$ cat config.mk
export PLATFORM = sky130hd
export DESIGN_NAME = lrut_ram
export DESIGN_NICKNAME = d
export VERILOG_FILES = /design/src/sv/lrut_ram.sv
export SDC_FILE = /design/constraint.sdc
export NUM_CORES = 1
export LEC_CHECK = 0
export BUFFER_PORTS_ARGS = -buffer_cell sky130_fd_sc_hd__buf_2
export CAP_MARGIN = 20
export CELL_PAD_IN_SITES_DETAIL_PLACEMENT = 2
export CELL_PAD_IN_SITES_GLOBAL_PLACEMENT = 2
export CORE_UTILIZATION = 40
export CTS_CLUSTER_SIZE = 28
export DETAILED_ROUTE_END_ITERATION = 12
export GPL_ROUTABILITY_DRIVEN = 0
export PLACE_DENSITY_LB_ADDON = 0.1
export SETUP_SLACK_MARGIN = 0.15
export SLEW_MARGIN = 20
export SYNTH_ARGS = -nofsm -noshare
export SYNTH_HDL_FRONTEND = slang
export SYNTH_SLANG_ARGS = --single-unit
$ cat constraint.sdc
create_clock -name clk -period 2.1 [get_ports clk]
set_input_delay 0.105 -clock clk [delete_from_list [all_inputs] [get_ports clk]]
set_output_delay 0.105 -clock clk [all_outputs]
set_load 0.02 [all_outputs]
$ cat src/sv/lrut_ram.sv
// ----------------------------------------------------------------------------
// lrut_ram: generic single-port-write, single-port-read RAM
// Synchronous write, registered read.
// ----------------------------------------------------------------------------
module lrut_ram #(
    parameter int WIDTH = 8,
    parameter int DEPTH = 64
) (
    input  logic                     clk,
    input  logic                     wr_en,
    input  logic [$clog2(DEPTH)-1:0] wr_addr,
    input  logic [WIDTH-1:0]         wr_data,
    input  logic                     rd_en,
    input  logic [$clog2(DEPTH)-1:0] rd_addr,
    output logic [WIDTH-1:0]         rd_data
);

    logic [WIDTH-1:0] mem [DEPTH];
    logic [WIDTH-1:0] rd_data_reg;

    always_ff @(posedge clk)
    begin
        if (wr_en)
        begin
            mem[wr_addr] <= wr_data;
        end
        if (rd_en)
        begin
            rd_data_reg <= mem[rd_addr];
        end
    end

    assign rd_data = rd_data_reg;

endmodule

* Word level (Yosys, flattened, before mapping)
Memories as Yosys holds them, arrays and structs flattened. A register that Yosys moved wholly into a read port is not among the register bits.
Index checks and enable logic that the tools add are counted.
** Word-level totals
- Register bits after elaboration :: 0
- Memory bits (writable) :: 512
- Input port bits :: 23
- Word-level logic and storage cells :: 3
- Memories :: 1
** Memory list
- mem :: words 64, width 8, rd ports 1, clocked after Yosys merged registers in 1, wr ports 1, line 18 : logic [WIDTH-1:0] mem [DEPTH];
** Cells by class
- Muxes and demuxes :: 2
** Operator list (count)
- $mux W1 :: 2

* Depth between registers and ports, before layout
- Word-level depth :: 2
- Gate-level depth with buffers :: 9
- Mapped depth without buffers :: 5

* Worst setup path after synthesis
No wires, ideal clock.
- Kind :: input-to-reg
- Start point :: input port rd_addr[1]
- End point :: register rd_data_reg[3], in the netlist rd_data[3] (read register of mem) (data pin)
- Library setup time :: 0.266 ns
- Arrival time :: 1.645 ns
- Required time :: 1.834 ns
- Setup slack :: 0.189 ns
- Stages on the path :: 7
- Path through :: buf_4 > buf_2 > buf_2 > mux4_2 > mux4_2 > o21ai_1 > o41ai_1
** RTL lines
- from (decl) :: line 14 : input logic [$clog2(DEPTH)-1:0] rd_addr,
- to (decl) :: line 19 : logic [WIDTH-1:0] rd_data_reg;

==> impl_results.md <==
* Starting Density at 40.4%
* Least-Margin Pin Slew at 802 ps
* Setup ws final at 50.7 ps
* Final Setup Violations at 0
* CTS buffer count at 56
* Pleak at about 8 nW
* CTS max path bufs at 3
* Leading post-synthesis cells by cell area: edfxtp_1 (77%), mux4_2 (14%), nor2_1 (1.5%), mux2i_1 (1.1%), mux2_2 (0.72%)
* Worst vdd ir at around 0.84 mV
* Wire length per cell at just over 30 µm
* Die W at between 200 and 250 µm
* Crit end category: flop
* Via count of the first global-routing pass at between 10000 and 15000
* Mapped Cells at between 900 and 1000
* Final ANT Viol Nets at 0
* Seq/Total Area, Yosys at around 77%
* Placed Instances at about 1800
* Post-Layout Cell Count at between 1500 and 2000
* Mapped Area at 20200 µm²
* Max-Cap Viols at 0
* Skew final at 13.9 ps
* Largest net degree at the start of global routing at 65
* Pre-CTS setup slack at -263 ps
* Drt pass-1 iters at 5
* Port Buffers at 30
* Area Overhead vs Synth at 20.8%
* H-Tree Depth at 2
* Core ar. at 50100 µm²
* Ports at 31
* WL final at ~56000 µm
* CTS tree: done
* Final period utilization at 97.6%
* Global route hottest layer: met2
* # diodes at 0
* Synth top area share at roughly 77%
* Critical Path RT at approximately 2500 ps
* Post-CTS Setup Bufs at 0
* Full die area at between 50000 and 60000 µm²
* Met3 Usage GRT at 2.84%
* Vias at roughly 10000
* Initial antenna violation count at 2
* Total gr overflow at 0
* Syn nets at about 960
* First-pass GRT wire length at 80500 µm
* GR Util met2 at 36.1%
* Synth Area per Inst at between 20 and 25 µm²
* Residual DRC count at 0
* YS warnings at 0
* Top cell type by total area after synthesis: edfxtp_1
* Crit Path Max Fanout at 1
* Hold WC Path Type: primary input to flop
* Detailed Place HPWL at 37100 µm
* Clock transition at the registers of the reported paths at roughly 70 ps
* Hold Vio Cnt, Final at 0
* Vias per cell at between 5 and 6
* Gr usage total at between 20% and 30%
* Min cycle time layout at approximately 2000 ps
* Startpoint Class: flop
* Drt first-iter violations at 773
* Clock Root Buffer: clkbuf_16
* Max Clock Freq at approximately 490 MHz
* Path type of the worst setup path: flop to flop
* Core Util, Final at 48.9%
* Post-Route Setup TNS at 0 ps
* Nets at around 1200
* Status: finished, final reports clean
* Met1 Use GR at approximately 33%
* RSZ-0062 raised after global routing: true
* Clock Sinks at 520
* Pwr per Cell Area at between 900 and 1000 nW/µm²
* Relative max-transition margin at 46.5%
* Flip-flop count of the largest register after layout at around 510
* Distinct cells, synth at 39
* Max Transition Viols Final at 0
* #FFs+latches synth at 520
* Die Span Y at between 200 and 250 µm
* Num rows at between 80 and 90
* Overall Power at 23.1 mW
* Clk Latency, worst-skew pair at 620 ps
* Critical path arrival at roughly 2400 ps
* Share of layout cells above drive strength 1 at between 30% and 40%
## kinds of logic (layout without fill, tap and decap cells)
logic type,after synthesis,in the layout,share of synthesized area [%]
flops,520,520,77.1
mux,162,162,15.9
simple gates,153,153,3.37
compound gates,54,54,2.06
buf+inv,51,300,1.56
## cells in the mapped netlist, drive strengths merged
| cell type | n |
|---|---|
| edfxtp | 520 |
| nand4b | 1 |
| nor4 | 2 |
| nand3b | 3 |
| o22ai | 8 |
| nor2b | 14 |
| a22oi | 3 |
| nor3 | 7 |
| o41ai | 2 |
| o2bb2ai | 3 |
| mux4 | 126 |
| a221oi | 6 |
| nand2 | 19 |
| nand3 | 13 |
| o21a | 2 |
| o21ai | 4 |
| a31oi | 1 |
| o311ai | 1 |
| a21oi | 3 |
| mux2 | 13 |
| a2111oi | 2 |
| nand2b | 7 |
| a211oi | 4 |
| mux2i | 23 |
| o221ai | 8 |
| nor2 | 83 |
| clkbuf | 17 |
| and2 | 1 |
| o2111ai | 3 |
| buf | 34 |
| o221a | 2 |
| nand4 | 2 |
| o32ai | 2 |
| or3 | 1 |
## final timing paths
| check | endpoint | start | slack (ps) | cells past startpoint |
|---|---|---|---|---|
| setup / recovery | rd_data[6]$_DFFE_PP_ | mem[17][6]$_DFFE_PP_ | 50 | 6 |
| setup reg to reg | rd_data[6]$_DFFE_PP_ | mem[17][6]$_DFFE_PP_ | 50 | 6 |
| hold reg to reg | rd_data[4]$_DFFE_PP_ | mem[31][4]$_DFFE_PP_ | 980 | 3 |
| hold / removal | mem[49][5]$_DFFE_PP_ | wr_data[5] | 30 | 1 |
## cells in the final DEF, fill, tap and decap left out, types with 3 or more instances in the layout
cell / count
nor2_1: 79
nor3_1: 4
buf_4: 143
nand3b_1: 3
nand3_1: 13
clkbuf_16: 57
clkbuf_1: 7
bufinv_16: 9
edfxtp_1: 520
a22oi_1: 3
o22ai_1: 7
nand2b_1: 7
mux2i_1: 23
o221ai_1: 8
buf_12: 22
a211oi_1: 4
clkinvlp_4: 7
o2bb2ai_1: 3
nor3_2: 3
o2111ai_1: 3
a21oi_1: 3
nor2b_1: 14
mux2_2: 11
mux4_2: 126
clkinv_2: 11
nand2_1: 19
a221oi_2: 3
clkinv_1: 11
buf_2: 27
a221oi_1: 3
## routing by layer
layer / routed length [µm] / share of wire, % / vias to the layer above
met5: 0 / 0 / -
met4: 1330 / 2.4 / 0
met3: 2040 / 3.6 / 82
met2: 27300 / 49 / 239
met1: 25500 / 45 / 5607
li1: - / - / 4351
## worst max-delay path, cell delays in order, from the launching register on
cell      delay (ps)
edfxtp_1         390
mux4_2           480
mux2_4           290
o221a_4          270
nor3_2           120
buf_4            150
o32ai_1           80
## power by group
part           leakage [nW]  switching, mW  internal [mW]
clock                 0.914           4.16           6.07
combinational          2.36          0.783          0.561
sequential             4.69         0.0369           11.5
## what timing repair did
action	CTS	global route
endpoints found under the hold margin	8	5
pin swaps	2	2
resized for setup	18	8
hold buffers	1	1
setup endpoints to repair	7	8
## cell type report
class	count	area, µm²
Tap cell	672	841
Clock inverter	41	448
Clock buffer	64	1450
Timing Repair Buffer	195	1680
Fill cell	4512	25600
Sequential cell	520	15600
Multi-Input combinational cell	369	4430
## stage by stage
stage	hold slack (ps)	area, µm²
detailed placement	517	22400
CTS	2.71	24400
global placement	512	22400
finish	34.9	24500
global route	41.5	24500
floorplan	204	20200
Power figures use the tool's default switching activity.
