File: src/sv/lrut_pkg.sv
// ----------------------------------------------------------------------------
// lrut_pkg: shared types and codes for the LRU page tracker table
// Entry layout, operation and status codes, controller states.
// ----------------------------------------------------------------------------
package lrut_pkg;

    localparam int DEF_ENTRIES = 64;

    localparam int PAGE_W   = 32;
    localparam int TIME_W   = 48;
    localparam int ORDER_W  = 32;
    localparam int OPCODE_W = 3;
    localparam int STATUS_W = 3;
    localparam int COUNT_W  = 7;

    localparam int IN_DATA_W  = 88;
    localparam int OUT_DATA_W = 96;

    localparam logic [OPCODE_W-1:0] OP_INSERT = 3'd0;
    localparam logic [OPCODE_W-1:0] OP_TOUCH  = 3'd1;
    localparam logic [OPCODE_W-1:0] OP_REMOVE = 3'd2;
    localparam logic [OPCODE_W-1:0] OP_EVICT  = 3'd3;
    localparam logic [OPCODE_W-1:0] OP_LOOKUP = 3'd4;
    localparam logic [OPCODE_W-1:0] OP_COUNT  = 3'd5;

    localparam logic [STATUS_W-1:0] STAT_OK        = 3'd0;
    localparam logic [STATUS_W-1:0] STAT_NOT_FOUND = 3'd1;
    localparam logic [STATUS_W-1:0] STAT_FULL      = 3'd2;
    localparam logic [STATUS_W-1:0] STAT_EMPTY     = 3'd3;
    localparam logic [STATUS_W-1:0] STAT_DUPLICATE = 3'd4;

    // One table entry as held in the RAM word.
    typedef struct packed {
        logic               valid;
        logic [ORDER_W-1:0] order;
        logic [TIME_W-1:0]  time_stamp;
        logic [PAGE_W-1:0]  page;
    } entry_t;

    // Summary gathered over one pass across the table.
    typedef struct packed {
        logic               found;
        logic [TIME_W-1:0]  found_time;
        logic [ORDER_W-1:0] found_order;
        logic               free_found;
        logic               min_found;
        logic [PAGE_W-1:0]  min_page;
        logic [TIME_W-1:0]  min_time;
    } scan_t;

    typedef enum logic [2:0] {
        S_CLEAR,
        S_IDLE,
        S_SCAN,
        S_WRITE,
        S_RESP
    } state_t;

endpackage

File: src/sv/lrut_scan.sv
// ----------------------------------------------------------------------------
// lrut_scan: table pass evaluator
// Takes the entries read back one per cycle and keeps the first matching
// page, the lowest free slot and the oldest valid entry.
// ----------------------------------------------------------------------------
module lrut_scan #(
    parameter int ENTRIES = lrut_pkg::DEF_ENTRIES
) (
    input  logic                       clk,
    input  logic                       rst_n,
    input  logic                       start,
    input  logic                       rd_en,
    input  logic [$clog2(ENTRIES)-1:0] rd_addr,
    input  lrut_pkg::entry_t           rd_data,
    input  logic [lrut_pkg::PAGE_W-1:0] key_page,
    output lrut_pkg::scan_t            result,
    output logic [$clog2(ENTRIES)-1:0] found_slot,
    output logic [$clog2(ENTRIES)-1:0] free_slot,
    output logic [$clog2(ENTRIES)-1:0] min_slot
);

    import lrut_pkg::*;

    localparam int AW = $clog2(ENTRIES);

    logic               chk_valid_reg;
    logic [AW-1:0]      chk_idx_reg;

    logic               found_reg;
    logic [AW-1:0]      found_slot_reg;
    logic [TIME_W-1:0]  found_time_reg;
    logic [ORDER_W-1:0] found_order_reg;
    logic               free_found_reg;
    logic [AW-1:0]      free_slot_reg;
    logic               min_found_reg;
    logic [AW-1:0]      min_slot_reg;
    logic [PAGE_W-1:0]  min_page_reg;
    logic [TIME_W-1:0]  min_time_reg;
    logic [ORDER_W-1:0] min_order_reg;

    logic take_match;
    logic take_free;
    logic take_min;

    // Strictly older wins, so an equal time and order keeps the lower slot.
    always_comb
    begin
        take_match = chk_valid_reg && rd_data.valid && (rd_data.page == key_page)
                     && !found_reg;
        take_free  = chk_valid_reg && !rd_data.valid && !free_found_reg;
        take_min   = chk_valid_reg && rd_data.valid &&
                     (!min_found_reg || (rd_data.time_stamp < min_time_reg) ||
                      ((rd_data.time_stamp == min_time_reg) &&
                       (rd_data.order < min_order_reg)));
    end

    always_ff @(posedge clk or negedge rst_n)
    begin
        if (!rst_n)
        begin
            chk_valid_reg  <= 1'b0;
            found_reg      <= 1'b0;
            free_found_reg <= 1'b0;
            min_found_reg  <= 1'b0;
        end
        else
        begin
            chk_valid_reg <= rd_en;
            if (start)
            begin
                found_reg      <= 1'b0;
                free_found_reg <= 1'b0;
                min_found_reg  <= 1'b0;
            end
            else
            begin
                if (take_match)
                begin
                    found_reg <= 1'b1;
                end
                if (take_free)
                begin
                    free_found_reg <= 1'b1;
                end
                if (take_min)
                begin
                    min_found_reg <= 1'b1;
                end
            end
        end
    end

    always_ff @(posedge clk)
    begin
        chk_idx_reg <= rd_addr;
        if (take_match)
        begin
            found_slot_reg  <= chk_idx_reg;
            found_time_reg  <= rd_data.time_stamp;
            found_order_reg <= rd_data.order;
        end
        if (take_free)
        begin
            free_slot_reg <= chk_idx_reg;
        end
        if (take_min)
        begin
            min_slot_reg  <= chk_idx_reg;
            min_page_reg  <= rd_data.page;
            min_time_reg  <= rd_data.time_stamp;
            min_order_reg <= rd_data.order;
        end
    end

    always_comb
    begin
        result.found       = found_reg;
        result.found_time  = found_time_reg;
        result.found_order = found_order_reg;
        result.free_found  = free_found_reg;
        result.min_found   = min_found_reg;
        result.min_page    = min_page_reg;
        result.min_time    = min_time_reg;
    end

    assign found_slot = found_slot_reg;
    assign free_slot  = free_slot_reg;
    assign min_slot   = min_slot_reg;

endmodule

File: config.mk
export PLATFORM = sky130hd
export DESIGN_NAME = lrut_scan
export DESIGN_NICKNAME = d
export VERILOG_FILES = /design/src/sv/lrut_pkg.sv /design/src/sv/lrut_scan.sv
export SDC_FILE = /design/constraint.sdc
export NUM_CORES = 1
export LEC_CHECK = 0
export ABC_CLOCK_PERIOD_IN_PS = 23500
export BUFFER_PORTS_ARGS = -buffer_cell sky130_fd_sc_hd__buf_4
export CAP_MARGIN = 20
export CORE_MARGIN = 2
export CORE_UTILIZATION = 53
export CTS_CLUSTER_SIZE = 28
export DETAILED_ROUTE_END_ITERATION = 6
export GPL_TIMING_DRIVEN = 1
export PLACE_DENSITY = 0.85
export SLEW_MARGIN = 40
export SYNTH_ARGS = -nofsm -noshare
export SYNTH_HDL_FRONTEND = slang
export SYNTH_SLANG_ARGS = --single-unit
File: constraint.sdc
create_clock -name clk -period 23.5 [get_ports clk]
set_input_delay 1.175 -clock clk [delete_from_list [all_inputs] [get_ports clk]]
set_output_delay 1.175 -clock clk [all_outputs]
set_load 0.01 [all_outputs]
======== Yosys cells after proc, flatten, opt, wreduce, memory -nomap -nowiden ========
Index checks and enable logic that the tools add are counted.
word-level totals
  bits in registers ....................... 220
  input port bits ......................... 155
operators by class
  magnitude comparators ................... 2
  mux-type cells .......................... 6
  equal/unequal tests ..................... 2
  reductions and logical operators ........ 16
operator list
  operator             number
  $eq A48 B48 Y1       1
  $lt A48 B48 Y1       1
  $eq A32 B32 Y1       1
  $lt A32 B32 Y1       1
  $logic_and A1 B1 Y1  7
  $mux W1              6
  $reduce_bool A2 Y1   3
  $logic_not A1 Y1     4
  $logic_or A1 B1 Y1   2

======== Longest topological paths before layout ========
Gate-level depths: netlist of run 1.
  depth after elaboration ................. 6
  mapped depth ............................ 9
  depth with buffers taken out ............ 9

======== Least setup slack after synthesis of run 1 ========
Ideal clock, no wire load.
  path type ............................... input port to flip-flop
  from .................................... input port rd_data[49] (netlist bit)
  to ...................................... register min_order_reg[0] (enable)
  stages .................................. 8
  arrival time ............................ 8.854 ns
  path slack .............................. 13.980 ns
  required time ........................... 22.835 ns
  path buffers ............................ 0
  library setup time ...................... 0.665 ns
  path through ............................ ha_1 > a21o_1 > a221o_1 > a221oi_2 > o21ai_1 > nand2_1 > o2111ai_1 > a31oi_1
between the ends
  word-level cells in the longest chain between the ends .. 4
RTL lines
  item                                                              RTL line                          text
  start: declaration                                                lrut_scan.sv:14                   input lrut_pkg::entry_t rd_data,
  $lt A48 B48 Y1 / $eq A48 B48 Y1 (equally long branches)           lrut_scan.sv:52, lrut_scan.sv:53
  $logic_or A1 B1 Y1 / $logic_and A1 B1 Y1 (equally long branches)  lrut_scan.sv:52, lrut_scan.sv:53
  $logic_or A1 B1 Y1 *                                              lrut_scan.sv:52                   (!min_found_reg || (rd_data.time_stamp < min_time_reg) ||
  $logic_and A1 B1 Y1 *                                             lrut_scan.sv:51                   take_min = chk_valid_reg && rd_data.valid &&
  net take_min                                                      lrut_scan.sv:43                   logic take_min;
  end signal: assignment                                            lrut_scan.sv:111                  min_order_reg <= rd_data.order;
  end: declaration                                                  lrut_scan.sv:39                   logic [ORDER_W-1:0] min_order_reg;
The timed path passes the listed nets; every way through them passes the cells marked *.
A chain may end at the register's enable or synchronous reset.

======== Worst setup path after layout of run 1 ========
  from .................................... input port rd_data[59] (netlist bit)
  to ...................................... register min_slot_reg[5] (netlist: min_slot[5]) (enable)
between the ends
  word-level cells in the longest chain between the ends .. 4
RTL lines
  item                                                              RTL line                          text
  $lt A48 B48 Y1 / $eq A48 B48 Y1 (equally long branches)           lrut_scan.sv:52, lrut_scan.sv:53
  $logic_or A1 B1 Y1 / $logic_and A1 B1 Y1 (equally long branches)  lrut_scan.sv:52, lrut_scan.sv:53
  $logic_or A1 B1 Y1 *                                              lrut_scan.sv:52
  $logic_and A1 B1 Y1 *                                             lrut_scan.sv:51
  net take_min                                                      lrut_scan.sv:43
  end signal: assignment                                            lrut_scan.sv:108                  min_slot_reg <= chk_idx_reg;
  end: declaration                                                  lrut_scan.sv:36                   logic [AW-1:0] min_slot_reg;
Marks and branches as above.

==> flow_summary.ini, run 1 <==
[routing]
first_pass_iters = 4
wl_per_cell_um = 19.0
routed_via_density = 5.19
wirelength_mm = 21.9
vias = 6003
drc = 0
drt_iter0_drc = 333
final_antenna_net_count = 0

[timing]
slew_headroom_pct = 46.8
rsz0062_at_grt = false
skew_ps = 12.5
max_freq_mhz = 265
min_period_ps = 3770
setup_viol = 0
hold_violations = 0
fin_crit_sh_pct = 16.1
drv_slew = 0
setup_tns_ps = 0
worstMarginPinSlew_ps = 798

[floorplanning]
die_h_um = 134
die_area_um2 = 17900
io-pin-count = 336
rows = 47
die_w_um = 134
fp.coreArea_um2 = 16500
initial_core_util_pct = 54.0

[clocking]
cts_tree = built
clock_latency_ps = 500
ctsHtreeMaxLevel = 1
numCtsBuffers = 23
postCtsSetupRepairBufs = 0
cts_buffer_depth = 3
clock_sinks = 220
cts-resized-gates = 0
clk_root_buffer_cell = clkbuf_16
clkTransAtPathRegs_ps = 60
ctsHoldBuffers = 0

[yosys]
synth_top_cell_area_share_pct = 70.7
ys_warn_count = 0
postSynthCellCount = 559
syn-mean-instance-area_um2 = 16.0
yosysMostFrequentCell = edfxtp_1
yosys-top-cells-count = edfxtp_1, inv_1, ha_1
synth_edf_count = 210
synth.distinct_cells = 37
ys_async_sr_fraction_pct = 1.82
ys_ff_latch = 220
ys.flop_type = edfxtp_1
netlist_area_um2 = 8920
ys_seq_area_share_pct = 73.1
synth.net_count = 793
synth.largest_area_cell = edfxtp_1
netlist_top_cells_area = edfxtp_1, ha_1, inv_1

[flow_run]
maxCapViolCount = 0

[power]
ir_drop_mv = 0.0560
power.density_nw_per_um2 = 70.2
p_leak_nw = 5.43

[cells_and_area]
final_area_um2 = 12500
syn_to_final_growth_pct = 40.2
antennaDiodeCount = 0
drive_above_1_share_pct = 40.3
fin_nets = 1156

[hold_path]
hp-class = in2async

[setup_path]
arrival_ps = 3900
reg2reg_slack_ps = 20130
end_kind = flip-flop
r2r-start = min_time_reg[27]
path_max_fanout = 83
r2r_cells = 10
r2r_end = min_slot[5]
start_kind = primary input
worst_ep_required_time_ps = 23630
path_class = in2reg

[grt]
antenna_found_initial = 0
grt_pass1_vias = 6240
grt_overflow_total = 0
grt_max_degree = 84
grt_pass1_wl_mm = 33.4
track_usage_pct = 24.5

[placed_design]
portBuffers = 335
placed_area_um2 = 11800
gp_congestion = 0.813
dp.final_hpwl_mm = 16.7

[outcome]
outcome = completed
-- routing by layer --
layer	up-vias	wire length, µm	global-route usage (%)
met1	2862	7710	27.5
met2	287	11600	45.1
met4	0	758	8.87
met5	-	0	0
li1	2798	-	-
met3	56	1830	5.94
-- logic make-up after synthesis --
family | synth area share, %
adders and majority gates | 11.1
AOI/OAI and AO/OA | 4.52
buffers and inverters | 3.87
xor gates and xnor gates | 2.75
and+or+nand+nor | 4.64
DFF | 73.1
-- layout by cell type (no fill, tap or decap), drive strengths merged, types with 2 or more instances in the layout --
| cell | count |
|---|---|
| a2111oi | 2 |
| a211oi | 3 |
| a21o | 6 |
| a21oi | 28 |
| a221oi | 4 |
| a31oi | 2 |
| and3 | 2 |
| and4 | 5 |
| buf | 341 |
| bufinv | 2 |
| clkbuf | 29 |
| clkinv | 8 |
| dfrtp | 4 |
| dfxtp | 6 |
| edfxtp | 210 |
| ha | 79 |
| inv | 86 |
| nand2 | 19 |
| nand3 | 7 |
| nand4 | 19 |
| nor2 | 13 |
| nor2b | 3 |
| nor3 | 4 |
| nor3b | 2 |
| nor4 | 2 |
| o21ai | 12 |
| o22ai | 2 |
| xnor2 | 27 |
-- layout make-up --
cell class | count | area, µm²
Sequential cell | 220 | 6530
Clock buffer | 29 | 628
Inverter | 86 | 323
Multi-Input combinational cell | 250 | 2080
Timing Repair Buffer | 341 | 2580
Fill cell | 1001 | 4010
Clock inverter | 11 | 101
Tap cell | 220 | 275
-- how the worst max path moves through the flow --
stage,from,end,depth (start not counted)
after floorplan,rd_data[49],min_order_reg[0],8
after global placement,key_page[0],found_time_reg[35],7
after detailed placement,rd_data[59],min_page_reg[16],10
after CTS,rd_data[81],min_time_reg[30],11
after global routing,rd_data[59],min_slot[5],10
final,rd_data[59],min_slot[5],10
-- stage by stage --
| stage | std cells | hold WS [ps] | total power, mW | setup slack, ps | utilization (%) |
|---|---|---|---|---|---|
| final | 1157 | 456 | 0.879 | 19730 | 75.7 |
| after global routing | 1157 | 449 | 0.909 | 19610 | 75.7 |
| after CTS | 1157 | 442 | 0.887 | 19760 | 75.7 |
| after detailed placement | 1117 | 444 | 0.536 | 19260 | 71.3 |
| after global placement | 1115 | 430 | 0.532 | 19080 | 71.1 |
| after floorplan | 559 | 421 | 0.489 | 13980 | - |
-- report_power, final --
part           switching [mW]  total (mW)  internal, mW  leakage, nW
Combinational          0.0396      0.0805        0.0408         3.04
Clock                   0.142       0.351         0.210        0.357
Sequential            0.00455       0.447         0.442         2.03
Total                   0.186       0.879         0.693         5.43
-- worst max-delay path, cell delays in order --
cell and delay, ps:
buf_4 120, ha_1 320, a21oi_1 170, o21ai_0 110
a221oi_1 310, nor3_1 80, o31ai_1 390, o2111ai_1 290
a31oi_4 240, buf_6 610
Power figures use the tool's default switching activity.
==> run 2, diff against run 1 <==
--- a/config.mk
+++ b/config.mk
@@ -5,15 +5,15 @@
 export SDC_FILE = /design/constraint.sdc
 export NUM_CORES = 1
 export LEC_CHECK = 0
-export ABC_CLOCK_PERIOD_IN_PS = 23500
+export ABC_CLOCK_PERIOD_IN_PS = 3200
 export BUFFER_PORTS_ARGS = -buffer_cell sky130_fd_sc_hd__buf_4
 export CAP_MARGIN = 20
 export CORE_MARGIN = 2
-export CORE_UTILIZATION = 53
+export CORE_UTILIZATION = 44
 export CTS_CLUSTER_SIZE = 28
 export DETAILED_ROUTE_END_ITERATION = 6
 export GPL_TIMING_DRIVEN = 1
-export PLACE_DENSITY = 0.85
+export PLACE_DENSITY = 0.76
 export SLEW_MARGIN = 40
 export SYNTH_ARGS = -nofsm -noshare
 export SYNTH_HDL_FRONTEND = slang
==> constraint.sdc (replaced) <==
create_clock -name clk -period 3.2 [get_ports clk]
set_input_delay 0.16 -clock clk [delete_from_list [all_inputs] [get_ports clk]]
set_output_delay 0.16 -clock clk [all_outputs]
set_load 0.01 [all_outputs]
==> flow_summary.ini, run 2 (synthesis gave the netlist of run 1 again) <==
[clocking]
numCtsBuffers = 23
ctsHtreeMaxLevel = 1
postCtsSetupRepairBufs = 0
ctsHoldBuffers = 124
clk_root_buffer_cell = clkbuf_16
cts_buffer_depth = 3
clkTransAtPathRegs_ps = 60
cts-resized-gates = 0
clock_latency_ps = 490
clock_sinks = 220
cts_tree = built

[cells_and_area]
layout_commonest_cell = buf_4
drive_above_1_share_pct = 36.4
fin_nets = 1288
layout_common_cells = buf_4, edfxtp_1, dlygate4sd3_1
antennaDiodeCount = 0
fin_cells = 1338
syn_to_final_growth_pct = 56.2

[timing]
drv_slew = 0
setup_tns_ps = 0
hold_violations = 0
min_period_ps = 3070
max_freq_mhz = 326
skew_ps = 9.49
setup_viol = 0
slew_headroom_pct = 59.3
rsz0062_at_grt = false
worstMarginPinSlew_ps = 611
fin_crit_sh_pct = 95.8

[power]
combPwrFrac_pct = 11.3
netSwitchingFraction_pct = 21.2
p_sw_mw = 1.39
p_int_mw = 5.18
p_leak_nw = 6.01
p_total_mw = 6.58
power.density_nw_per_um2 = 472
ir_drop_mv = 0.586
seqPwrFrac_pct = 49.9
clkPwrFrac_pct = 38.8

[setup_path]
start_kind = flip-flop
cp_cell_sequence = inv_1 > ha_1 > a21o_1 > a21o_1 > a221oi_2 > nor3_1 > o31ai_1 > o2111ai_2 > a31oi_4 > buf_4 > buf_12
arrival_ps = 3260
crit_top_cell = a21o_1
critPathMaxStageDelay_ps = 480
slowest_stage = o31ai_1
end_kind = flip-flop
path_max_fanout = 25
path_class = reg2reg
worst_ep_required_time_ps = 3390

[placed_design]
dp.final_hpwl_mm = 16.1
portBuffers = 335
placed_cells = 1175
gp_congestion = 0.789

[hold_path]
hp-class = in2reg

[floorplanning]
io-pin-count = 336
die_w_um = 146
fp.coreArea_um2 = 20000
die_area_um2 = 21400
initial_core_util_pct = 44.5
rows = 52
die_h_um = 146

[grt]
grt_pass1_vias = 6726
grt_max_degree = 45
track_usage_pct = 21.3
antenna_found_initial = 0
grt_overflow_total = 0
grt_pass1_wl_mm = 35.6

[routing]
wirelength_mm = 23.3
drc = 0
first_pass_iters = 6
wl_per_cell_um = 17.4
vias = 6428
drt_iter0_drc = 233
final_antenna_net_count = 0
routed_via_density = 4.80

[flow_run]
maxCapViolCount = 0

[outcome]
outcome = completed
-- run 2: cell types whose count changed in the layout (fill, tap and decap cells not counted), sizes merged --
cell,previous run,this run
clkinvlp,1,0
buf,341,349
dlygate4sd3,0,124
-- run 2: routing by layer --
metal,GRT usage [%],share of wire [%],wire length (µm)
met5,0,0,0
met4,6.02,2.9,684
met3,6.09,7.8,1810
met2,38.4,51,11800
met1,24.8,38,8950
-- run 2: area by class of cell --
type,instances,area (µm²)
sequential,220,6530
fill,1326,6100
timing repair buffer,473,3940
multi-input combinational,250,2100
clock buffer,29,618
tap,270,338
inverter,86,323
clock inverter,10,100
-- run 2: worst paths after layout --
check,start,slack [ps],cells past startpoint,to
max reg2reg,min_time_reg[29],130,11,min_time_reg[28]
max,min_time_reg[29],130,11,min_time_reg[28]
min,key_page[5],150,4,found_reg
min reg2reg,chk_idx_reg[1],450,0,free_slot[1]
min in group asynchronous,rst_n,580,3,chk_valid_reg
max in group asynchronous,rst_n,2450,3,found_reg
-- run 2: critical path, delay by kind of cell (launching register included) --
kind            cells  cell delay (ps)
compound gates      6             1610
buf+inv             3              460
flops               1              380
fa+ha+maj           1              230
simple gates        1               80
-- run 2: power by group through the flow --
stage	logic [mW]	registers (mW)	clock network [mW]
CTS	0.741	3.28	2.60
floorplan	0.217	3.37	0
global placement	0.603	3.34	0
detailed placement	0.614	3.34	0
finish	0.746	3.28	2.55
global route	0.818	3.29	2.69
-- run 2: per-stage QoR --
stage	instance area (µm²)	hold slack (ps)	utilization [%]	setup slack [ps]
floorplan	8960	-136	-	-1020
global placement	12000	-41.8	59.8	295
detailed placement	12000	-38.8	59.8	194
CTS	13900	113	69.6	175
global route	13900	140	69.6	5.84
finish	13900	154	69.6	135
==> run 3, diff against run 2 <==
--- a/config.mk
+++ b/config.mk
@@ -8,7 +8,8 @@
 export ABC_CLOCK_PERIOD_IN_PS = 3200
 export BUFFER_PORTS_ARGS = -buffer_cell sky130_fd_sc_hd__buf_4
 export CAP_MARGIN = 20
-export CORE_MARGIN = 2
+export CORE_ASPECT_RATIO = 0.6
+export CORE_MARGIN = 5
 export CORE_UTILIZATION = 44
 export CTS_CLUSTER_SIZE = 28
 export DETAILED_ROUTE_END_ITERATION = 6
==> flow_summary.ini, run 3 (synthesis gave the netlist of run 1 again) <==
[outcome]
outcome = completed

[routing]
drc = 0
final_antenna_net_count = 0
first_pass_iters = 4
wirelength_mm = 25.0
drt_iter0_drc = 308
routed_via_density = 4.72
vias = 6297
wl_per_cell_um = 18.7

[hold_path]
hp-class = in2reg
worstHoldPathCells = 4
hp-start = key_page[5]
hold_path_end = found_reg

[grt]
grt_max_degree = 67
track_usage_pct = 20.7
grt_overflow_total = 0
antenna_found_initial = 0
grt_pass1_wl_mm = 38.3
grt_pass1_vias = 6773

[placed_design]
placed_area_um2 = 11900
gp_congestion = 0.782
pre_cts_ws_ps = 49.8
dp.final_hpwl_mm = 17.3
portBuffers = 335

[clocking]
ctsHtreeMaxLevel = 1
clk_root_buffer_cell = clkbuf_16
clock_latency_ps = 490
clock_sinks = 220
cts_tree = built
postCtsSetupRepairBufs = 0
numCtsBuffers = 22
clkTransAtPathRegs_ps = 70
cts_buffer_depth = 3

[setup_path]
worst_ep_required_time_ps = 3340
r2r_end = min_order_reg[14]
arrival_ps = 3090
start_kind = flip-flop
r2r-start = min_time_reg[45]
path_class = reg2reg
end_kind = flip-flop
r2r_cells = 10
reg2reg_slack_ps = 250
path_max_fanout = 66

[cells_and_area]
syn_to_final_growth_pct = 55.1
drive_above_1_share_pct = 36.2
layout_commonest_cell = buf_4
final_util_pct = 69.3
layout_common_cells = buf_4, edfxtp_1, dlygate4sd3_1
antennaDiodeCount = 0
fin_nets = 1278
final_area_um2 = 13800

[floorplanning]
die_area_um2 = 23300
rows = 40
initial_core_util_pct = 44.7
die_w_um = 194
io-pin-count = 336
die_h_um = 120
fp.coreArea_um2 = 20000

[timing]
slew_headroom_pct = 56.6
setup_viol = 0
min_period_ps = 2950
rsz0062_at_grt = false
worst_slack_ps = 249
worstMarginPinSlew_ps = 645
skew_ps = 11.6
hold_violations = 0
fin_crit_sh_pct = 92.2
drv_slew = 0
max_freq_mhz = 339

[power]
power.density_nw_per_um2 = 473
p_leak_nw = 5.95
p_total_mw = 6.54
ir_drop_mv = 0.387

[flow_run]
maxCapViolCount = 0
==> run 3: layout make-up <==
class / instances / area (µm²)
clock buffer: 27 / 621
clock inverter: 13 / 97.6
fill: 1302 / 6130
inverter: 86 / 323
multi-input combinational: 250 / 2100
sequential: 220 / 6530
tap: 273 / 342
timing repair buffer: 464 / 3830
==> run 3: timing repair <==
item / in CTS / in global routing
gates resized for setup: 0 / 1
hold endpoints to repair: 206 / 0
hold buffers: 123 / 0
setup endpoints to repair: 0 / 118
==> run 3: stage by stage <==
step | std cells | hold WS [ps] | TNS, ps
floorplan | 559 | -136 | -120340
detailed placement | 1170 | -39.4 | 0
finish | 1333 | 104 | 0
CTS | 1333 | 87.6 | 0
global placement | 1170 | -41.9 | -11900
global route | 1333 | 133 | 0
==> run 3: worst max-delay path: stages, from the launching register on <==
cell	delay (ps)
edfxtp_1	350
inv_1	60
ha_1	290
nand4_1	150
nor2_1	200
and4_2	290
nand2_1	110
a2111oi_2	210
o311ai_1	230
a31oi_4	300
buf_12	350
==> run 3: how the worst max path moves through the flow <==
stage / end / cells past startpoint / slack, ps / startpoint
6_report: min_order_reg[14] / 10 / 250 / min_time_reg[45]
3_5_place_dp: min_order_reg[7] / 11 / 50 / min_order_reg[7]
3_3_place_gp: min_order_reg[3] / 11 / -130 / min_order_reg[7]
2_1_floorplan: min_order_reg[0] / 9 / -1020 / min_time_reg[29]
5_1_grt: min_order_reg[14] / 11 / 40 / min_order_reg[1]
4_1_cts: min_order_reg[14] / 11 / 30 / min_order_reg[7]
==> run 3: report_power, final <==
group | leakage [nW] | switching, mW | internal (mW) | total [mW]
sequential | 2.03 | 0.0313 | 3.25 | 3.28
combinational | 3.56 | 0.328 | 0.403 | 0.732
clock | 0.356 | 1.06 | 1.47 | 2.53
total | 5.95 | 1.42 | 5.12 | 6.54
==> run 3: per-layer routing <==
layer | up-vias | GRT usage, % | routed length (µm)
met5 | - | 0 | 0
met2 | 234 | 34.5 | 11900
met4 | 0 | 3.99 | 387
met1 | 2987 | 26.7 | 10400
li1 | 3046 | - | -
met3 | 30 | 7.38 | 2210
