File: config.mk
export PLATFORM = sky130hd
export DESIGN_NAME = lrut_ctrl
export DESIGN_NICKNAME = d
export VERILOG_FILES = /design/src/sv/lrut_pkg.sv /design/src/sv/lrut_ctrl.sv
export SDC_FILE = /design/constraint.sdc
export NUM_CORES = 1
export LEC_CHECK = 0
export ABC_AREA = 1
export BUFFER_PORTS_ARGS = -buffer_cell sky130_fd_sc_hd__buf_2
export CAP_MARGIN = 20
export CORE_AREA = 2 2 206 208
export CTS_CLUSTER_DIAMETER = 50
export CTS_CLUSTER_SIZE = 24
export DETAILED_ROUTE_END_ITERATION = 10
export DIE_AREA = 0 0 208 210
export GPL_TIMING_DRIVEN = 0
export PLACE_DENSITY_LB_ADDON = 0.2
export SLEW_MARGIN = 25
export SYNTH_ARGS = -nofsm -noshare
export SYNTH_HDL_FRONTEND = slang
export SYNTH_SLANG_ARGS = --single-unit
File: constraint.sdc
create_clock -name clk -period 10 [get_ports clk]
set_clock_uncertainty 0.15 [all_clocks]
set_input_delay 1.5 -clock clk [delete_from_list [all_inputs] [get_ports clk]]
set_output_delay 1.5 -clock clk [all_outputs]
set_load 0.03 [all_outputs]
File: src/sv/lrut_pkg.sv
// ----------------------------------------------------------------------------
// lrut_pkg: shared types and codes for the LRU page tracker table
// Entry layout, operation and status codes, controller states.
// ----------------------------------------------------------------------------
package lrut_pkg;

    localparam int DEF_ENTRIES = 64;

    localparam int PAGE_W   = 32;
    localparam int TIME_W   = 48;
    localparam int ORDER_W  = 32;
    localparam int OPCODE_W = 3;
    localparam int STATUS_W = 3;
    localparam int COUNT_W  = 7;

    localparam int IN_DATA_W  = 88;
    localparam int OUT_DATA_W = 96;

    localparam logic [OPCODE_W-1:0] OP_INSERT = 3'd0;
    localparam logic [OPCODE_W-1:0] OP_TOUCH  = 3'd1;
    localparam logic [OPCODE_W-1:0] OP_REMOVE = 3'd2;
    localparam logic [OPCODE_W-1:0] OP_EVICT  = 3'd3;
    localparam logic [OPCODE_W-1:0] OP_LOOKUP = 3'd4;
    localparam logic [OPCODE_W-1:0] OP_COUNT  = 3'd5;

    localparam logic [STATUS_W-1:0] STAT_OK        = 3'd0;
    localparam logic [STATUS_W-1:0] STAT_NOT_FOUND = 3'd1;
    localparam logic [STATUS_W-1:0] STAT_FULL      = 3'd2;
    localparam logic [STATUS_W-1:0] STAT_EMPTY     = 3'd3;
    localparam logic [STATUS_W-1:0] STAT_DUPLICATE = 3'd4;

    // One table entry as held in the RAM word.
    typedef struct packed {
        logic               valid;
        logic [ORDER_W-1:0] order;
        logic [TIME_W-1:0]  time_stamp;
        logic [PAGE_W-1:0]  page;
    } entry_t;

    // Summary gathered over one pass across the table.
    typedef struct packed {
        logic               found;
        logic [TIME_W-1:0]  found_time;
        logic [ORDER_W-1:0] found_order;
        logic               free_found;
        logic               min_found;
        logic [PAGE_W-1:0]  min_page;
        logic [TIME_W-1:0]  min_time;
    } scan_t;

    typedef enum logic [2:0] {
        S_CLEAR,
        S_IDLE,
        S_SCAN,
        S_WRITE,
        S_RESP
    } state_t;

endpackage

File: src/sv/lrut_ctrl.sv
// ----------------------------------------------------------------------------
// lrut_ctrl: sequencer for the LRU page tracker table
// Clears the RAM after reset, drives the table pass, writes back the one
// modified entry, if any, and holds the result in the output register.
// ----------------------------------------------------------------------------
module lrut_ctrl #(
    parameter int ENTRIES = lrut_pkg::DEF_ENTRIES
) (
    input  logic                            clk,
    input  logic                            rst_n,
    input  logic                            s_tvalid,
    output logic                            s_tready,
    input  logic [lrut_pkg::IN_DATA_W-1:0]  s_tdata,
    output logic                            m_tvalid,
    input  logic                            m_tready,
    output logic [lrut_pkg::OUT_DATA_W-1:0] m_tdata,
    output logic                            rd_en,
    output logic [$clog2(ENTRIES)-1:0]      rd_addr,
    output logic                            wr_en,
    output logic [$clog2(ENTRIES)-1:0]      wr_addr,
    output lrut_pkg::entry_t                wr_data,
    output logic                            scan_start,
    output logic [lrut_pkg::PAGE_W-1:0]     key_page,
    input  lrut_pkg::scan_t                 scan,
    input  logic [$clog2(ENTRIES)-1:0]      found_slot,
    input  logic [$clog2(ENTRIES)-1:0]      free_slot,
    input  logic [$clog2(ENTRIES)-1:0]      min_slot
);

    import lrut_pkg::*;

    localparam int AW = $clog2(ENTRIES);
    localparam int CW = $clog2(ENTRIES + 1);

    state_t state_reg, state_next;

    logic [CW-1:0]       cnt_reg, cnt_next;
    logic [CW-1:0]       count_reg, count_next;
    logic [ORDER_W-1:0]  order_reg, order_next;
    logic [OPCODE_W-1:0] op_reg, op_next;
    logic [PAGE_W-1:0]   page_reg, page_next;
    logic [TIME_W-1:0]   time_reg, time_next;
    logic [STATUS_W-1:0] res_status_reg, res_status_next;
    logic [PAGE_W-1:0]   res_page_reg, res_page_next;
    logic [TIME_W-1:0]   res_time_reg, res_time_next;
    logic                m_tvalid_reg, m_tvalid_next;
    logic [OUT_DATA_W-1:0] m_tdata_reg, m_tdata_next;

    logic in_accept;
    logic in_scans;
    logic out_free;

    assign in_accept = s_tready && s_tvalid;
    assign in_scans  = (s_tdata[OPCODE_W-1:0] <= OP_LOOKUP);
    assign out_free  = !m_tvalid_reg || m_tready;

    // Next state
    always_comb
    begin
        state_next = state_reg;
        unique case (state_reg)
            S_CLEAR:
            begin
                if (cnt_reg == CW'(ENTRIES - 1))
                begin
                    state_next = S_IDLE;
                end
            end
            S_IDLE:
            begin
                if (s_tvalid)
                begin
                    state_next = in_scans ? S_SCAN : S_WRITE;
                end
            end
            S_SCAN:
            begin
                if (cnt_reg == CW'(ENTRIES))
                begin
                    state_next = S_WRITE;
                end
            end
            S_WRITE:
            begin
                state_next = S_RESP;
            end
            S_RESP:
            begin
                if (out_free)
                begin
                    state_next = S_IDLE;
                end
            end
            default:
            begin
                state_next = S_CLEAR;
            end
        endcase
    end

    // Outputs and datapath
    always_comb
    begin
        s_tready        = 1'b0;
        rd_en           = 1'b0;
        rd_addr         = cnt_reg[AW-1:0];
        wr_en           = 1'b0;
        wr_addr         = cnt_reg[AW-1:0];
        wr_data         = '0;
        scan_start      = 1'b0;
        cnt_next        = cnt_reg;
        count_next      = count_reg;
        order_next      = order_reg;
        op_next         = op_reg;
        page_next       = page_reg;
        time_next       = time_reg;
        res_status_next = res_status_reg;
        res_page_next   = res_page_reg;
        res_time_next   = res_time_reg;
        m_tvalid_next   = m_tvalid_reg && !m_tready;
        m_tdata_next    = m_tdata_reg;

        unique case (state_reg)
            S_CLEAR:
            begin
                wr_en    = 1'b1;
                cnt_next = cnt_reg + 1'b1;
            end
            S_IDLE:
            begin
                s_tready   = 1'b1;
                cnt_next   = '0;
                scan_start = in_accept;
                if (in_accept)
                begin
                    op_next   = s_tdata[OPCODE_W-1:0];
                    page_next = s_tdata[OPCODE_W +: PAGE_W];
                    time_next = s_tdata[OPCODE_W + PAGE_W +: TIME_W];
                end
            end
            S_SCAN:
            begin
                if (cnt_reg != CW'(ENTRIES))
                begin
                    rd_en    = 1'b1;
                    cnt_next = cnt_reg + 1'b1;
                end
            end
            S_WRITE:
            begin
                res_status_next = STAT_OK;
                res_page_next   = '0;
                res_time_next   = '0;
                unique case (op_reg)
                    OP_INSERT:
                    begin
                        if (scan.found)
                        begin
                            res_status_next = STAT_DUPLICATE;
                        end
                        else if (!scan.free_found)
                        begin
                            res_status_next = STAT_FULL;
                        end
                        else
                        begin
                            wr_en              = 1'b1;
                            wr_addr            = free_slot;
                            wr_data.valid      = 1'b1;
                            wr_data.order      = order_reg;
                            wr_data.time_stamp = time_reg;
                            wr_data.page       = page_reg;
                            order_next         = order_reg + 1'b1;
                            count_next         = count_reg + 1'b1;
                        end
                    end
                    OP_TOUCH:
                    begin
                        if (!scan.found)
                        begin
                            res_status_next = STAT_NOT_FOUND;
                        end
                        else
                        begin
                            // A touch with the same time keeps the entry's order stamp.
                            wr_en              = 1'b1;
                            wr_addr            = found_slot;
                            wr_data.valid      = 1'b1;
                            wr_data.time_stamp = time_reg;
                            wr_data.page       = page_reg;
                            if (scan.found_time != time_reg)
                            begin
                                wr_data.order = order_reg;
                                order_next    = order_reg + 1'b1;
                            end
                            else
                            begin
                                wr_data.order = scan.found_order;
                            end
                        end
                    end
                    OP_REMOVE:
                    begin
                        if (!scan.found)
                        begin
                            res_status_next = STAT_NOT_FOUND;
                        end
                        else
                        begin
                            wr_en      = 1'b1;
                            wr_addr    = found_slot;
                            count_next = count_reg - 1'b1;
                        end
                    end
                    OP_EVICT:
                    begin
                        if (!scan.min_found)
                        begin
                            res_status_next = STAT_EMPTY;
                        end
                        else
                        begin
                            wr_en         = 1'b1;
                            wr_addr       = min_slot;
                            count_next    = count_reg - 1'b1;
                            res_page_next = scan.min_page;
                            res_time_next = scan.min_time;
                        end
                    end
                    OP_LOOKUP:
                    begin
                        if (!scan.found)
                        begin
                            res_status_next = STAT_NOT_FOUND;
                        end
                        else
                        begin
                            res_time_next = scan.found_time;
                        end
                    end
                    default:
                    begin
                        // Count and the unused codes change nothing.
                    end
                endcase
            end
            S_RESP:
            begin
                if (out_free)
                begin
                    m_tvalid_next = 1'b1;
                    m_tdata_next  = {6'b0, COUNT_W'(count_reg), res_time_reg,
                                     res_page_reg, res_status_reg};
                end
            end
            default:
            begin
            end
        endcase
    end

    always_ff @(posedge clk or negedge rst_n)
    begin
        if (!rst_n)
        begin
            state_reg    <= S_CLEAR;
            cnt_reg      <= '0;
            count_reg    <= '0;
            order_reg    <= '0;
            m_tvalid_reg <= 1'b0;
        end
        else
        begin
            state_reg    <= state_next;
            cnt_reg      <= cnt_next;
            count_reg    <= count_next;
            order_reg    <= order_next;
            m_tvalid_reg <= m_tvalid_next;
        end
    end

    always_ff @(posedge clk)
    begin
        op_reg         <= op_next;
        page_reg       <= page_next;
        time_reg       <= time_next;
        res_status_reg <= res_status_next;
        res_page_reg   <= res_page_next;
        res_time_reg   <= res_time_next;
        m_tdata_reg    <= m_tdata_next;
    end

    assign key_page = page_reg;
    assign m_tvalid = m_tvalid_reg;
    assign m_tdata  = m_tdata_reg;

endmodule

---- After elaboration in Yosys (flattened, before gate mapping) ----
Index checks and enable logic that the tools add are counted.
Widths: inputs -> output; s select.
operators by class
  add/sub/neg operators ................... 4
  $lt $le $gt $ge ......................... 1
  eq/ne operators ......................... 23
  muxes and demuxes ....................... 50
  reduce and logical (&&, ||, !) cells .... 19
operator list
  cell                   number
  $mux 113               4
  $pmux 113 s2           1
  $mux 32                5
  $mux 48                2
  $pmux 48 s2            1
  $pmux 32 s2            1
  $ne 48x48->1           1
  $pmux 7 s3             2
  $mux 7                 5
  $add 32x1->32 const B  1
  $mux 6                 5
  $ne 2x2->1 const B     11
  $pmux 6 s3             1
  $mux 3                 5
  $pmux 3 s5             1
  $add 7x1->7 const B    2
  $eq 3x2->1 const B     4
  $mux 1                 12
  $reduce_and 6->1       2
  $pmux 3 s3             1
  $reduce_and 2->1       4
  $eq 7x6->1 const B     1
  $eq 7x7->1 const B     1
  $ne 7x7->1 const B     1
  other kinds (16)       23
word-level totals
  flip-flop bits (word level) ............. 306
  output and inout port bits .............. 258

---- Depth between registers and ports, before layout ----
Gate-level depths: netlist of run 1.
  depth in word-level cells ............... 5
  gate-level depth with buffers ........... 14

---- Worst setup path after synthesis of run 1 ----
OpenSTA, ideal clock, no wires.
  kind .................................... input -> output
  start ................................... in s_tvalid
  end ..................................... out scan_start
  data arrival time ....................... 5331 ps
  setup slack ............................. 3019 ps
  cell stages on the path ................. 2
  path buffers ............................ 0
  cell sequence ........................... inv_1 -> nor2_1
on the way
  word-level cells in the longest chain between the ends .. 2
ends and longest elaborated chain
  item               RTL line          RTL
  start, declared    lrut_ctrl.sv:11   input logic s_tvalid,
  $logic_and 1x1->1  lrut_ctrl.sv:53   assign in_accept = s_tready && s_tvalid;
  $mux 1             lrut_ctrl.sv:123  unique case (state_reg)
  end, declared      lrut_ctrl.sv:22   output logic scan_start,
Every way passes these cells.

==> impl_metrics.toml, run 1 <==
[timing]
setup_ws_ns = 4.56
worst_slew_pin_slew_ns = 0.809
finalCriticalPeriod_ns = 5.44
hold_violations = 0
slew_headroom_pct = 46.1
rsz0062_at_grt = "false"
max_freq_ghz = 0.184
setup_viol = 0
period_share_pct = 54.4
drv_slew = 0

[clock_network]
post-cts-setup-buffers = 0
post_cts_resize_count = 0
cts_hold_buf = 0
clk_pin_slew_ns = 0.06
clk_path_buf_depth = 3
htreeDepth = 2
cts_tree = "built"
clock_latency_ns = 0.55
clockRootBuffer = "clkbuf_16"
cts.sinks = 306
cts_inserted_buffers = 39

[setup_path]
critPathCaptureType = "output port"
start_kind = "input port"
cp.arrival_ns = 3.79
cpMaxStageDelayCell = "xnor2_1"
critPathKind = "input port to output port"
critPathMostFrequentCell = "nand2_1"
crit_chain = "buf_2, xnor2_1, nand2_1, nor2_1, nand2_1, nor2_1, nand3_1, clkbuf_1, nand2_1, nand3_1, a21oi_1, buf_2"
cp_top_family = "simple AND/OR/NAND/NOR gates"
crit_required_ns = 8.35
timing.rr.end = "order_reg[18]"
rr_worst_depth = 8
r2r_setup_slack_ns = 7.16
reg2reg_from = "op_reg[2]"
cpPeakStageDelay_ns = 0.37
path_buf_inv = 3
worstPathMaxFanout = 10

[die]
design.die.area_sq_mm = 0.0437
ios = 531
std_cell_rows = 75
core-area_sq_mm = 0.0415
start_util_pct = 35.3
die_w_um = 208
chipHeight_um = 210

[placement]
gp_congestion = 0.924
dp_hpwl_mm = 41.7
placed_cells = 2643
place_ws_ns = 4.55
io_buffers = 519

[synthesis]
synth.area.mux_share_pct = 0.0769
syn_avg_cell_area_sq_um = 9.36
netlist_instances = 1565
synthAdderAreaFrac_pct = 0.820
synth_warnings = 0
synth_edf_count = 256
synth-seq-cells = 306
synth-async-reset-ratio_pct = 16.3
yosys.area_share.simple_pct = 20.7
ys_seq_area_share_pct = 61.0
synth_xor_area_share_pct = 3.35
netlist_area_sq_mm = 0.0146
yosys_most_used_dff = "edfxtp_1"
yosysUniqueCellTypes = 38
synth_compound_area_share_pct = 5.03
synth_top_family_by_area = "simple AND/OR/NAND/NOR gates"

[routing]
drt-pass1-iter-count = 8
drt_iter0_drc = 881
routed_wl_mm = 52.4
via_count = 12900
avgRoutedWirePerCell_um = 19.2
drc_errors = 0
via_per_inst = 4.74
antenna_left = 0

[cells_and_area]
fin_cells = 2721
syn_to_final_growth_pct = 33.5
final_nets = 2427
largest_reg_flops = 90
drive_gt1_share_pct = 29.5
fin_util_pct = 47.1
fillers = 4071

[worst_hold_path]
min_to = "m_tdata[49]"
hp-start = "res_time_reg[14]"
hp-class = "flip-flop to flip-flop"
hold_path_depth = 0

[power_and_ir_drop]
peakVddDrop_uv = 171
p_per_area_mw_per_mm2 = 200
power_leakage_nw = 9.28
p_total_mw = 3.92

[global_routing]
grt_usage_pct = 23.3
antenna_found_initial = 9
gr-total-overflow = 0
grt_first_pass_wirelength_mm = 76.7
grt_max_degree = 51
grt_pass1_vias = 12600

[status]
status = "finished clean"

[flow_run]
max_cap_violations = 0
metrics by stage:
step	TNS (ns)	hold slack, ns	area (sq um)
finish	0	0.269	19500
global route	0	0.267	19500
CTS	0	0.268	19500
detailed placement	0	0.255	18200
global placement	-26.75	0.250	17900
floorplan	0	0.250	14700
final cells by class:
cell class                      count  area (sq um)  share of cell area (%)
Sequential cell                   306          8940                    45.7
Multi-Input combinational cell    937          4440                    22.7
Timing Repair Buffer              534          2880                    14.7
Clock buffer                       45          1010                    5.16
Inverter                          264           991                    5.07
Tap cell                          539           674                    3.45
Buffer                             63           317                    1.62
Clock inverter                     24           282                    1.44
Antenna cell                        9          22.5                   0.115
placed cells by master (no fill, tap or decap), types with 22 or more instances in the layout:
master,instances
buf_2,528
a21oi_1,41
nand3_1,117
clkbuf_16,39
xnor2_1,22
nor3_1,26
nand2_1,383
nor2_1,188
edfxtp_1,256
xor2_1,34
dfrtp_1,50
clkbuf_1,38
inv_1,259
o21ai_0,58
logic make-up after synthesis:
| group | count (synthesis) |
|---|---|
| and+or+nand+nor | 739 |
| buffers and inverters | 327 |
| DFF | 306 |
| AOI/OAI and AO/OA | 126 |
| xor gates and xnor gates | 56 |
| adders and majority gates | 9 |
| other | 1 |
| muxes | 1 |
Yosys cell counts (2+ instances only):
library cell / count / area share [%]
nand2_1: 383 / 9.8
inv_1: 259 / 6.6
edfxtp_1: 256 / 53
nor2_1: 190 / 4.9
nand3_1: 117 / 4.0
o21ai_0: 58 / 2.0
dfrtp_1: 50 / 8.5
a21oi_1: 41 / 1.4
xor2_1: 34 / 2.0
clkbuf_1: 33 / 0.85
nor3_1: 26 / 0.89
xnor2_1: 22 / 1.3
a32o_1: 15 / 1.0
buf_4: 12 / 0.62
nand4_1: 11 / 0.47
buf_2: 10 / 0.34
ha_1: 8 / 0.68
buf_1: 5 / 0.13
inv_2: 5 / 0.13
buf_6: 3 / 0.23
nor2_2: 3 / 0.13
nor3_2: 3 / 0.21
o22ai_1: 3 / 0.13
a221oi_1: 2 / 0.12
nor3b_1: 2 / 0.10
o21a_1: 2 / 0.10
per-layer routing:
layer | vias to the layer above | global-route usage (%) | part of all wire, %
li1 | 6203 | - | -
met1 | 6085 | 31.4 | 43
met2 | 533 | 38.4 | 48
met3 | 70 | 4.28 | 6.8
met4 | 0 | 7.36 | 2.5
met5 | - | 0 | 0
report_power, final:
group / switching (mW) / internal, mW / leakage (nW) / total (mW)
clock network: 0.596 / 0.803 / 0.620 / 1.40
registers: 0.0851 / 1.59 / 3.03 / 1.67
logic: 0.581 / 0.266 / 5.63 / 0.847
total: 1.26 / 2.66 / 9.28 / 3.92
worst max-delay path by stage:
stage	start	to	slack, ns	cells after the start
floorplan	s_tvalid	scan_start	3.02	2
global placement	state_reg[1]	wr_data[71]	-0.65	6
detailed placement	scan[139]	wr_data[101]	4.55	12
CTS	scan[139]	wr_data[101]	4.54	12
global route	scan[124]	wr_data[99]	4.41	12
finish	scan[139]	wr_data[101]	4.56	12
No activity file was read; power rests on OpenSTA's default activity.
==> inputs of run 2 (changes only) <==
Settings changed: CORE_AREA 2 2 206 208 to 2 2 208 210, DIE_AREA 0 0 208 210 to 0 0 210 212.
Clock period 10 ns to 5.55 ns, I/O delays scaled along.
==> run 2 against run 1 <==
Critical path depth increased by 1; clock power is 87% higher; first-iteration DRC count rose by 5.9%; worst setup slack lost 3.1 ns; sequential power increased by 80%; wire length up 0.12%; critical path type is now flip-flop to output port.
==> impl_metrics.toml, run 2 (synthesis results as in run 1) <==
[cells_and_area]
drive_gt1_share_pct = 29.7
fillers = 4130
final_nets = 2427
fin_util_pct = 46.3
largest_reg_flops = 90
final_common_cell = "buf_2"
syn_to_final_growth_pct = 34.3
fin_cells = 2731
layout_common_cells = "528 x buf_2, 383 x nand2_1, 259 x inv_1"

[status]
status = "finished clean"

[timing]
max_freq_ghz = 0.243
setup_viol = 0
slew_headroom_pct = 44.4
setup_tns_ns = 0
drv_slew = 0
period_share_pct = 74.0
holdWs_ns = 0.167
worst_slew_pin_slew_ns = 0.835
finalCriticalPeriod_ns = 4.11
rsz0062_at_grt = "false"
hold_violations = 0

[clock_network]
cts_inserted_buffers = 38
cts_tree = "built"
htreeDepth = 2
cts.sinks = 306
clk_pin_slew_ns = 0.07
post_cts_resize_count = 0
clockRootBuffer = "clkbuf_16"
clock_latency_ns = 0.56
clk_path_buf_depth = 3
post-cts-setup-buffers = 0
cts_hold_buf = 0

[routing]
drt-pass1-iter-count = 5
via_count = 13000
drc_errors = 0
drt_iter0_drc = 933
antenna_left = 0
avgRoutedWirePerCell_um = 19.2
via_per_inst = 4.75
routed_wl_mm = 52.4

[power_and_ir_drop]
p_per_area_mw_per_mm2 = 366
power_leakage_nw = 9.32
peakVddDrop_uv = 280
p_total_mw = 7.19

[die]
die_w_um = 210
start_util_pct = 34.4
design.die.area_sq_mm = 0.0445
core-area_sq_mm = 0.0425
std_cell_rows = 76
ios = 531
chipHeight_um = 212

[setup_path]
cpPeakStageDelay_ns = 0.40
cpMaxStageDelayCell = "nand3_1"
critPathMostFrequentCell = "nand2_1"
crit_required_ns = 4.57
critPathCaptureType = "output port"
crit_chain = "nand2_1, nand2_1, nor2_1, inv_1, nor2_1, nand2_1, nor2_1, nand3_1, clkbuf_1, nand2_1, nand3_1, a21oi_1, buf_2"
critPathKind = "flip-flop to output port"
start_kind = "flip-flop"
cp.arrival_ns = 3.12
worstPathMaxFanout = 10

[global_routing]
antenna_found_initial = 14
gr-total-overflow = 0
grt_pass1_vias = 12600
grt_usage_pct = 23.2
grt_first_pass_wirelength_mm = 76.7
grt_max_degree = 51

[worst_hold_path]
hp-class = "input port to async pin"

[placement]
gp_congestion = 0.926
dp_hpwl_mm = 41.5
placed_cells = 2651
io_buffers = 519

[flow_run]
max_cap_violations = 0
## run 2: cell count changes in the layout (fill, tap and decap cells not counted), moves of 2 or more
cell / change
diode_2: +4
inv_12: +3
clkinv_8: -3
clkinv_4: +3
buf_16: +5
buf_12: -3
bufinv_16: +2
clkbuf_1: -4
inv_8: +2
clkinv_2: +2
inv_6: -4
## run 2: cell type report
type                       count  area [sq um]  share of cell area (%)
multi-input combinational    937          4440                    22.6
sequential                   306          8940                    45.5
inverter                     264           991                    5.04
timing repair buffer         535          2950                    15.0
tap                          546           683                    3.47
antenna                       13          32.5                   0.165
clock inverter                28           362                    1.84
clock buffer                  39           955                    4.86
buffer                        63           317                    1.61
## run 2: path summary, 6_finish.rpt
path	startpoint	to	slack, ns	cells after the start
setup reg to reg	op_reg[2]	order_reg[17]	2.74	8
hold reg to reg	res_time_reg[36]	m_tdata[71]	0.25	0
setup / recovery	time_reg[6]	wr_data[108]	1.44	13
hold / removal	rst_n	count_reg[1]	0.17	1
min in group clk	res_time_reg[36]	m_tdata[71]	0.25	0
max in group asynchronous	rst_n	order_reg[26]	4.57	1
## run 2: report_power, final
part / internal (mW) / switching (mW) / leakage, nW
combinational: 0.499 / 1.05 / 5.65
sequential: 2.86 / 0.151 / 3.03
clock: 1.50 / 1.12 / 0.638
total: 4.86 / 2.33 / 9.32
## run 2: stage by stage
stage / setup WS (ns) / cell area, sq um
6_report: 1.44 / 19700
3_3_place_gp: -2.34 / 17900
5_1_grt: 1.20 / 19700
4_1_cts: 1.37 / 19600
3_5_place_dp: 1.42 / 18300
2_1_floorplan: 0.242 / 14700
## run 2: worst max-delay path: cells and delay by family, from the launching register on
kind | cells | cell delay, ns
compound gates | 1 | 0.21
simple gates | 9 | 1.30
buf+inv | 3 | 0.67
flops | 1 | 0.39
## run 2: per-layer routing
layer / track usage, % / wire length, um / part of all wire (%) / up-vias
li1: - / - / - / 6212
met1: 30.3 / 22200 / 42 / 6124
met2: 38.4 / 24800 / 47 / 548
met3: 5.21 / 3920 / 7.5 / 92
met4: 7.70 / 1490 / 2.8 / 6
met5: 0 / 45 / 0.086 / -
==> inputs of run 3 (changes only) <==
Settings changed: ABC_AREA 1 to 0, CORE_AREA 2 2 208 210 to 2 2 204 206, DIE_AREA 0 0 210 212 to 0 0 206 208.
Clock period 5.55 ns to 3.6 ns, I/O delays scaled along.
==> run 3 against run 2 <==
The flow now finishes with violations (setup timing); count of clock-buffer cells in the layout rose by 1; combinational power shrank 78%; final area decreased by 1.1%; register-to-register slack worse by 2.4 ns; die area fell by 3.8%; worst hold slack worse by 0.13 ns; critical path type unchanged.
==> impl_metrics.toml, run 3 <==
[cells_and_area]
largest_reg_flops = 90
layout_common_cells = "494 x buf_2, 256 x edfxtp_1, 118 x and2_1"
final_nets = 1879
fin_util_pct = 47.9
drive_gt1_share_pct = 45.7
final_common_cell = "buf_2"
fin_cells = 2163
syn_to_final_growth_pct = 47.5

[routing]
antenna_left = 0
avgRoutedWirePerCell_um = 21.0
drt_iter0_drc = 505
via_per_inst = 4.73
routed_wl_mm = 45.5
dr_wl_met3_mm = 3.10
via_count = 10200
wl_met1_mm = 19.2
maxUsedRoutingLayer = "met4"
wl_met2_mm = 22.2
drt-pass1-iter-count = 5
drc_errors = 0

[placement]
gp_congestion = 0.858
placed_cells = 1996
place_ws_ns = -0.947
dp_hpwl_mm = 33.3
io_buffers = 519

[global_routing]
gr-total-overflow = 0
antenna_found_initial = 4
grt_usage_pct = 20.6
grt_first_pass_wirelength_mm = 65.3
grt_max_degree = 51
grt_pass1_vias = 10500

[clock_network]
clockRootBuffer = "clkbuf_16"
cts_tree = "built"
cts.sinks = 306
clk_path_buf_depth = 3
clock_latency_ns = 0.55
clk_pin_slew_ns = 0.06
cts_inserted_buffers = 38
htreeDepth = 2

[synthesis]
yosysTopAreaCellShare_pct = 58.3
netlist_instances = 934
synthTopCellsByCount = "256 x edfxtp_1, 119 x and2_1, 56 x xor2_1, 50 x dfrtp_1"
yosys.area.top_type = "edfxtp_1"
synth.most_common_cell = "edfxtp_1"
syn_avg_cell_area_sq_um = 14.1
synth.area.top_cells = "edfxtp_1 58%, dfrtp_1 9.5%, and2_1 5.6%"
yosys_most_used_dff = "edfxtp_1"
yosysUniqueCellTypes = 57
ys_seq_area_share_pct = 67.8
synth_warnings = 0
synth_edf_count = 256
synth-seq-cells = 306
synth-async-reset-ratio_pct = 16.3
netlist_area_sq_mm = 0.0132

[power_and_ir_drop]
p_total_mw = 8.00
peakVddDrop_uv = 406
power_leakage_nw = 8.59
p_per_area_mw_per_mm2 = 412

[flow_run]
max_cap_violations = 0

[die]
start_util_pct = 32.5
ios = 531
core-area_sq_mm = 0.0406
chipHeight_um = 208
std_cell_rows = 74
die_w_um = 206
design.die.area_sq_mm = 0.0428

[timing]
hold_violations = 0
setup_ws_ns = -0.0681
drv_slew = 0
worst_slew_pin_slew_ns = 0.903
period_share_pct = 102
setup_viol = 24
slew_headroom_pct = 39.8
rsz0062_at_grt = "true"
max_freq_ghz = 0.273
finalCriticalPeriod_ns = 3.67
holdWs_ns = 0.0349

[setup_path]
crit_required_ns = 2.91
start_kind = "flip-flop"
worstPathMaxFanout = 9
critPathKind = "flip-flop to output port"
critPathCaptureType = "output port"
cp.arrival_ns = 2.98

[status]
status = "complete, but fails checks"
violations = "setup timing"

[worst_hold_path]
hp-class = "input port to flip-flop"
[run 3: cell types whose count changed after synthesis, sizes merged, moves of 13 or more]
cell / previous run / this run
inv: 264 / 6
o2111ai: 0 / 14
xnor2: 22 / 35
a32o: 15 / 0
a22o: 0 / 48
nor2: 194 / 26
and2: 0 / 119
nor3: 29 / 3
nand2: 383 / 48
nor4: 1 / 15
xor2: 34 / 56
nand3: 118 / 7
o21ai: 59 / 44
[run 3: worst max-delay path: stages, from the launching register on]
cell       delay (ns)
edfxtp_1         0.40
xor2_1           0.21
nor4_2           0.49
nand4_1          0.21
o31a_1           0.34
buf_6            0.17
clkbuf_16        0.17
o21ai_4          0.19
a21oi_2          0.08
buf_6            0.16
[run 3: kinds of logic after synthesis]
kind of cell               after synthesis  share of synthesized area, %
DFF                                    306                          67.8
and+or+nand+nor                        263                          11.5
AOI/OAI and AO/OA                      181                          10.2
xor gates and xnor gates                91                          6.05
buffers and inverters                   75                          2.79
adders and majority gates                9                         0.911
muxes                                    8                         0.674
other                                    1                        0.0285
[run 3: cell type report]
type	instances	area, sq um
inverters	6	26.3
plain buffers	69	468
flip-flops and latches	306	8940
multi-input cells	559	4290
diodes	4	10.0
fillers	3674	21100
well taps	532	666
repair buffers	617	3770
clock inverters	30	319
clock buffers	40	958
[run 3: worst paths after layout]
| kind | start | end | slack (ns) | cells past startpoint |
|---|---|---|---|---|
| worst max-delay path | time_reg[33] | wr_data[85] | -0.07 | 9 |
| worst min-delay path | s_tdata[38] | time_reg[3] | 0.03 | 1 |
| worst max register to register | op_reg[2] | res_time_reg[0] | 0.32 | 5 |
| worst min register to register | res_time_reg[42] | m_tdata[77] | 0.25 | 0 |
| max in group asynchronous | rst_n | order_reg[26] | 2.38 | 2 |
| min in group asynchronous | rst_n | count_reg[1] | 0.44 | 2 |
[run 3: per-layer routing]
layer	vias up	global-route usage, %
met4	0	6.08
met3	52	4.61
li1	4788	-
met1	4970	26.6
met2	419	34.7
met5	-	0
[run 3: timing repair]
action,in CTS,in global routing
pin swaps,13,2
resized for setup,162,34
hold buffers,76,0
gates cloned,1,4
buffers inserted,10,2
hold endpoints to repair,125,0
endpoints found under the setup margin,118,85
[run 3: where the power goes]
group	internal (mW)	switching (mW)
logic	0.190	0.144
registers	3.81	0.00181
clock network	2.17	1.68
total	6.17	1.83
[run 3: per-stage QoR]
stage	TNS, ns	area (sq um)
2_1_floorplan	0	13200
3_3_place_gp	-264.59	16500
3_5_place_dp	-39.20	16600
4_1_cts	-1.70	19200
5_1_grt	-3.82	19400
6_report	-0.632	19400
